**src/rtl/core/first_fit_coalescing_allocator_macros.svh**
```systemverilog
`ifndef FIRST_FIT_COALESCING_ALLOCATOR_MACROS_SVH
`define FIRST_FIT_COALESCING_ALLOCATOR_MACROS_SVH

// same-cycle implication, checked on every clock outside reset
`define FFCA_ASSERT_NOW(lbl, ante, cons, msg) \
    lbl: assert property (@(posedge i_clk) disable iff (!i_rst_n) (ante) |-> (cons)) \
        else $error(msg);

// next-cycle implication
`define FFCA_ASSERT_NXT(lbl, ante, cons, msg) \
    lbl: assert property (@(posedge i_clk) disable iff (!i_rst_n) (ante) |=> (cons)) \
        else $error(msg);

`endif

```
**src/rtl/core/ffca_pkg.sv**
```systemverilog
`timescale 1ns / 1ps
package ffca_pkg;

    localparam int MAX_RANGES_DEF = 16;
    localparam int ADDR_BITS_DEF  = 32;

    localparam logic [31:0] TOTAL_RESET = 32'd16384;

    localparam logic [1:0] ST_OK    = 2'd0;
    localparam logic [1:0] ST_NOFIT = 2'd1;
    localparam logic [1:0] ST_FULL  = 2'd2;

    localparam logic [2:0] OP_NONE   = 3'd0;
    localparam logic [2:0] OP_LOAD   = 3'd1;
    localparam logic [2:0] OP_ALLOC  = 3'd2;
    localparam logic [2:0] OP_SORT   = 3'd3;
    localparam logic [2:0] OP_MERGE  = 3'd4;
    localparam logic [2:0] OP_COMMIT = 3'd5;

    typedef struct packed {
        logic [2:0] op;
        logic       parity;
    } t_cmd;

    typedef struct packed {
        logic hit;
        logic at_end;
        logic merge_eq;
        logic merge_done;
    } t_sts;

endpackage

```
**src/rtl/core/ffca_ctrl.sv**
```systemverilog
`timescale 1ns / 1ps
module ffca_ctrl
    import ffca_pkg::*;
#(
    parameter int MAX_RANGES = MAX_RANGES_DEF,
    parameter int CW         = $clog2(MAX_RANGES + 2)
) (
    input  logic          i_clk,
    input  logic          i_rst_n,
    input  logic          i_start,
    input  logic          i_kind,
    input  t_sts          i_sts,
    output logic          o_busy,
    output t_cmd          o_cmd,
    output logic [CW-1:0] o_idx
);

    localparam logic [2:0] S_IDLE   = 3'd0;
    localparam logic [2:0] S_ALLOC  = 3'd1;
    localparam logic [2:0] S_SORT   = 3'd2;
    localparam logic [2:0] S_MERGE  = 3'd3;
    localparam logic [2:0] S_COMMIT = 3'd4;

    logic [2:0]    r_state, n_state;
    logic [CW-1:0] r_idx, n_idx;

    always_comb begin
        n_state      = r_state;
        n_idx        = r_idx;
        o_cmd.op     = OP_NONE;
        o_cmd.parity = r_idx[0];
        case (r_state)
            S_IDLE: begin
                if (i_start) begin
                    o_cmd.op = OP_LOAD;
                    n_idx    = '0;
                    n_state  = i_kind ? S_SORT : S_ALLOC;
                end
            end
            S_ALLOC: begin
                o_cmd.op = OP_ALLOC;
                if (i_sts.hit || i_sts.at_end) begin
                    n_state = S_IDLE;
                end else begin
                    n_idx = r_idx + CW'(1);
                end
            end
            S_SORT: begin
                // odd-even transposition, one pass a cycle, MAX_RANGES+1 passes
                o_cmd.op = OP_SORT;
                if (r_idx == CW'(MAX_RANGES)) begin
                    n_idx   = '0;
                    n_state = S_MERGE;
                end else begin
                    n_idx = r_idx + CW'(1);
                end
            end
            S_MERGE: begin
                // stay on an entry while it absorbs its successor
                o_cmd.op = OP_MERGE;
                if (i_sts.merge_done) begin
                    n_state = S_COMMIT;
                end else if (!i_sts.merge_eq) begin
                    n_idx = r_idx + CW'(1);
                end
            end
            S_COMMIT: begin
                o_cmd.op = OP_COMMIT;
                n_state  = S_IDLE;
            end
            default: begin
                n_state = S_IDLE;
            end
        endcase
    end

    always_ff @(posedge i_clk) begin
        if (!i_rst_n) begin
            r_state <= S_IDLE;
            r_idx   <= '0;
        end else begin
            r_state <= n_state;
            r_idx   <= n_idx;
        end
    end

    assign o_busy = (r_state != S_IDLE);
    assign o_idx  = r_idx;

endmodule

```
**config.mk**
```make
export PLATFORM = sky130hd
export DESIGN_NAME = ffca_ctrl
export DESIGN_NICKNAME = d
export VERILOG_FILES = /design/src/rtl/core/first_fit_coalescing_allocator_macros.svh /design/src/rtl/core/ffca_pkg.sv /design/src/rtl/core/ffca_ctrl.sv
export SDC_FILE = /design/constraint.sdc
export NUM_CORES = 1
export LEC_CHECK = 0
export BUFFER_PORTS_ARGS = -buffer_cell sky130_fd_sc_hd__buf_2
export CAP_MARGIN = 10
export CORE_AREA = 2 2 39 41
export CTS_CLUSTER_DIAMETER = 100
export DETAILED_ROUTE_END_ITERATION = 8
export DIE_AREA = 0 0 41 43
export PLACE_DENSITY = 0.71
export SETUP_SLACK_MARGIN = 0.1
export SLEW_MARGIN = 10
export SYNTH_ARGS = -nofsm -noshare
export SYNTH_HDL_FRONTEND = slang
export SYNTH_SLANG_ARGS = --single-unit
```
**constraint.sdc**
```tcl
create_clock -name i_clk -period 2.7 [get_ports i_clk]
set_input_delay 0.27 -clock i_clk [delete_from_list [all_inputs] [get_ports i_clk]]
set_output_delay 0.27 -clock i_clk [all_outputs]
set_load 0.02 [all_outputs]
```
## Word level (Yosys, flattened, before mapping)

Cells that the tools add are included.

| word-level totals | value |
|---|---|
| register bits | 8 |
| input port bits | 8 |
| output and inout port bits | 10 |
| logic and storage cells | 35 |

| cells by class | value |
|---|---|
| add/sub/neg operators | 1 |
| equal/unequal tests | 12 |
| mux-type cells | 14 |
| reduce and logical (&&, ||, !) cells | 6 |

Operators by type and width:

| cell | count |
|---|---|
| $mux W5 | 5 |
| $pmux W5 S4 | 1 |
| $pmux W3 S5 | 1 |
| $ne A2 B2 Y1 const B | 7 |
| $mux W3 | 4 |
| $pmux W3 S4 | 1 |
| $eq A3 B2 Y1 const B | 2 |
| $add A5 B1 Y5 const B | 1 |
| $eq A5 B5 Y1 const B | 1 |
| $reduce_and A5 Y1 | 1 |
| $reduce_and A4 Y1 | 1 |
| $reduce_bool A4 Y1 | 1 |
| $eq A3 B1 Y1 const B | 1 |
| $eq A3 B3 Y1 const B | 1 |
| $logic_not A3 Y1 | 1 |
| $reduce_bool A3 Y1 | 1 |
| $mux W2 | 1 |
| $logic_or A1 B1 Y1 | 1 |
| $mux W1 | 1 |

## Longest topological paths before layout

| logic depth | value |
|---|---|
| word-level depth | 4 |
| mapped depth | 6 |
| mapped depth without buffers | 6 |

## Worst setup path before layout

No wires, ideal clock.

| path | value |
|---|---|
| kind | flip-flop to flip-flop |
| start point | register r_idx[0], in the netlist o_idx[0] |
| end point | register r_idx[2], in the netlist o_idx[2] |
| library setup time | 0.093 ns |
| data arrival time | 1.411 ns |
| required time | 2.607 ns |
| setup slack | 1.196 ns |
| stages on the path, launching flop included | 7 |
| path buffers | 0 |
| period minus slack after synthesis | 1.504 ns |
| path through | dfxtp_1 inv_1 ha_1 nand4bb_2 a41o_2 nand3_4 o311ai_2 |

| between the ends | value |
|---|---|
| longest elaborated chain between the ends | 4 |
| elaborated cells on any way between the ends | 7 |
| classes of those cells | add/sub (1); eq/ne (1); mux (5) |

Ends and longest elaborated chain:

| what | line | text |
|---|---|---|
| start: declaration | ffca_ctrl.sv:25 | `logic [CW-1:0] r_idx, n_idx;` |
| start signal: assignment | ffca_ctrl.sv:83 | `r_idx <= n_idx;` |
| $add A5 B1 Y5 | ffca_ctrl.sv:45, ffca_ctrl.sv:55, ffca_ctrl.sv:64 |  |
| $mux W5 | ffca_ctrl.sv:63 | `end else if (!i_sts.merge_eq) begin` |
| $mux W5 | ffca_ctrl.sv:61 | `if (i_sts.merge_done) begin` |
| $pmux W5 S4 (*) | ffca_ctrl.sv:32 | `case (r_state)` |

Mark *: on every way between the ends. The rest lies on a longest branch, timed or not. The select of a mux whose other input is x is not followed.
A chain may end at the register's enable or synchronous reset.

==> flow_metrics.env <==
export IMPL_core_um2=1380
export IMPL_crit_path_max_incr_delay_ps=510
export IMPL_fin_crit_ps=1780
export IMPL_clkTransAtPathRegs_ps=60
export IMPL_slew_headroom=0.724
export IMPL_drc_errors=0
export IMPL_synthToLayoutAreaGrowth_pct=16.9
export IMPL_yosysTopAreaCellShare=0.270
export IMPL_start_util=0.429
export IMPL_finClkSkew_ps=12.1
export IMPL_power_leakage_uw=0.000302
export IMPL_setup_viol=0
export IMPL_vdd_drop_max_uv=558
export IMPL_cp_required_ps=2430
export IMPL_track_usage=0.170
export IMPL_final_layout_size_suffix_gt1_frac=0.308
export IMPL_cts_tree="done"
export IMPL_synth_area_leaders="dfxtp_1 27%, inv_1 5.1%, nor2_1 4.4%"
export IMPL_critPathSlowestCell="dfxtp_1"
export IMPL_rsz0062_at_grt="false"
export IMPL_ys_types=31
export IMPL_cts_sinks=8
export IMPL_holdWs_ps=237
export IMPL_cp_end_kind="primary output"
export IMPL_dpl_instance_area_um2=671
export IMPL_firstDrtPassIters=4
export IMPL_ctsHoldBuffers=0
export IMPL_grt_max_degree=16
export IMPL_status="completed"
export IMPL_power_density_nw_per_um2=722
export IMPL_synth_edf_count=0
export IMPL_cts_htree_levels=1
export IMPL_num_rows=14
export IMPL_max_clock_freq_mhz=562
export IMPL_drt_total_wl_um=1260
export IMPL_postCtsResizedCells=0
export IMPL_ios=18
export IMPL_vias=573
export IMPL_clockRootBuffer="clkbuf_4"
export IMPL_synth_commonest_cells="8 x dfxtp_1, 8 x inv_1, 7 x nor2_1"
export IMPL_fp_dieArea_um2=1760
export IMPL_grt_ovfl_total=0
export IMPL_maxCapViolations=0
export IMPL_yosys_area_top_type="dfxtp_1"
export IMPL_synth_cells=76
export IMPL_first_global_vias=501
export IMPL_dp_hpwl_um=955
export IMPL_synth_seq_area_share=0.270
export IMPL_n_antenna_cell=0
export IMPL_synth_seq_cells=8
export IMPL_via_per_inst=5.36
export IMPL_clk_latency_ps=270
export IMPL_synthArstFlopShare=0
export IMPL_slew_viol_final=0
export IMPL_regArea_um2=160
export IMPL_die_h_um=43
export IMPL_final_cell_area_um2=693
export IMPL_synth_net_count=86
export IMPL_wire_per_inst_um=11.7
export IMPL_min_path_type="in -> reg"
export IMPL_setup_tns_ps=0
export IMPL_gp_congestion=0.746
export IMPL_yosysWarnings=0
export IMPL_multi_input_area_um2=375
export IMPL_crit_path_cell_trace="inv_1, or3_1, o21ai_0, buf_2"
export IMPL_tightest_slew_ps=413
export IMPL_ant_nets=0
export IMPL_ys_flop_type="dfxtp_1"
export IMPL_path_delay_family="flip-flops"
export IMPL_post_cts_repair_setup_buffers=0
export IMPL_finalHoldViolCount=0
export IMPL_grt_pass1_wl_um=2030
export IMPL_post_synth_cell_area_avg_um2=7.80
export IMPL_cp_arrival_ps=1510
export IMPL_cp_start_kind="register"
export IMPL_io_buffers=17
export IMPL_crit_type="reg -> out"
export IMPL_grt_antenna_before_repair=0
export IMPL_critPathBufInv=2
export IMPL_crit_fanout=11
export IMPL_nets=103
export IMPL_die_w_um=41
export IMPL_post_route_period_util=0.659
export IMPL_clk_path_buf_depth=2
export IMPL_drtIter0Drc=2
export IMPL_numCtsBuffers=3
export IMPL_synth_area_um2=593
export IMPL_n_fill_cell=133
export IMPL_totalPowerFinal_uw=500
==> worst paths after layout <==
check | start | endpoint | slack [ps] | cells after the start
worst max-delay path | r_state[2] | o_cmd[3] | 920 | 4
worst min register to register | o_idx[3] | o_idx[3] | 550 | 2
worst max register to register | o_idx[0] | o_idx[2] | 1200 | 6
worst min-delay path | i_sts[0] | r_state[2] | 240 | 3
==> registers in the layout (all words and copies together), names as in the netlist <==
| name | count |
|---|---|
| o_idx | 5 |
| r_state | 3 |
==> layout by cell type, fill, tap and decap left out, drive strengths merged <==
cell type / synthesis / routed
buf: 5 / 17
inv: 8 / 8
dfxtp: 8 / 8
nor2: 7 / 7
a21oi: 5 / 5
o21ai: 5 / 5
nand3: 5 / 5
nand2b: 4 / 4
nand4: 4 / 4
o211ai: 3 / 3
clkbuf: 0 / 3
or3: 2 / 2
nand2: 2 / 2
o22ai: 2 / 2
ha: 2 / 2
or2: 2 / 2
a21o: 2 / 2
a211oi: 1 / 1
and3: 1 / 1
nand4bb: 1 / 1
o221a: 1 / 1
o22a: 1 / 1
and3b: 1 / 1
a41o: 1 / 1
o311ai: 1 / 1
nor3: 1 / 1
mux2i: 1 / 1
==> worst reg2reg max path: cells and delay by family, from the launching register on <==
family	cells	cell delay [ps]
flip-flops	1	400
adder cells (fa/ha/maj)	1	220
buffers and inverters	1	90
AND/OR/NAND/NOR	2	210
AO/OA/AOI/OAI	2	480
==> layer usage <==
layer  GRT usage  part of all wire  up-vias
met4       0.140             0.038        0
met2       0.256              0.44       17
met1       0.203              0.45      246
met5           0                 0        -
li1            -                 -      306
met3      0.0157             0.068        4
==> area by class of cell <==
type	count	area share
Multi-Input combinational cell	55	0.542
Sequential cell	8	0.231
Timing Repair Buffer	17	0.123
Inverter	8	0.0433
Clock buffer	3	0.0325
Tap cell	16	0.0289
==> power breakdown <==
part	internal (uW)	leakage (uW)	switching, uW
Combinational	99.0	0.000223	133
Clock	51.3	0.0000138	47.2
Sequential	134	0.0000651	36.1
Total	284	0.000302	216
==> through the flow <==
| step | setup slack, ps | cells | util |
|---|---|---|---|
| 6_report | 921 | 107 | 0.501 |
| 5_1_grt | 826 | 107 | 0.501 |
| 4_1_cts | 912 | 107 | 0.501 |
| 3_5_place_dp | 1200 | 104 | 0.485 |
| 3_3_place_gp | 1210 | 104 | 0.485 |
| 2_1_floorplan | 1200 | 76 | - |
==> logic make-up after synthesis <==
| kind of cell | synth area share |
|---|---|
| muxes | 0.0169 |
| and+or+nand+nor | 0.308 |
| buffers and inverters | 0.0971 |
| DFF | 0.270 |
| AOI/OAI and AO/OA | 0.266 |
| adders and majority gates | 0.0422 |
(Power assumes the default switching activity.)
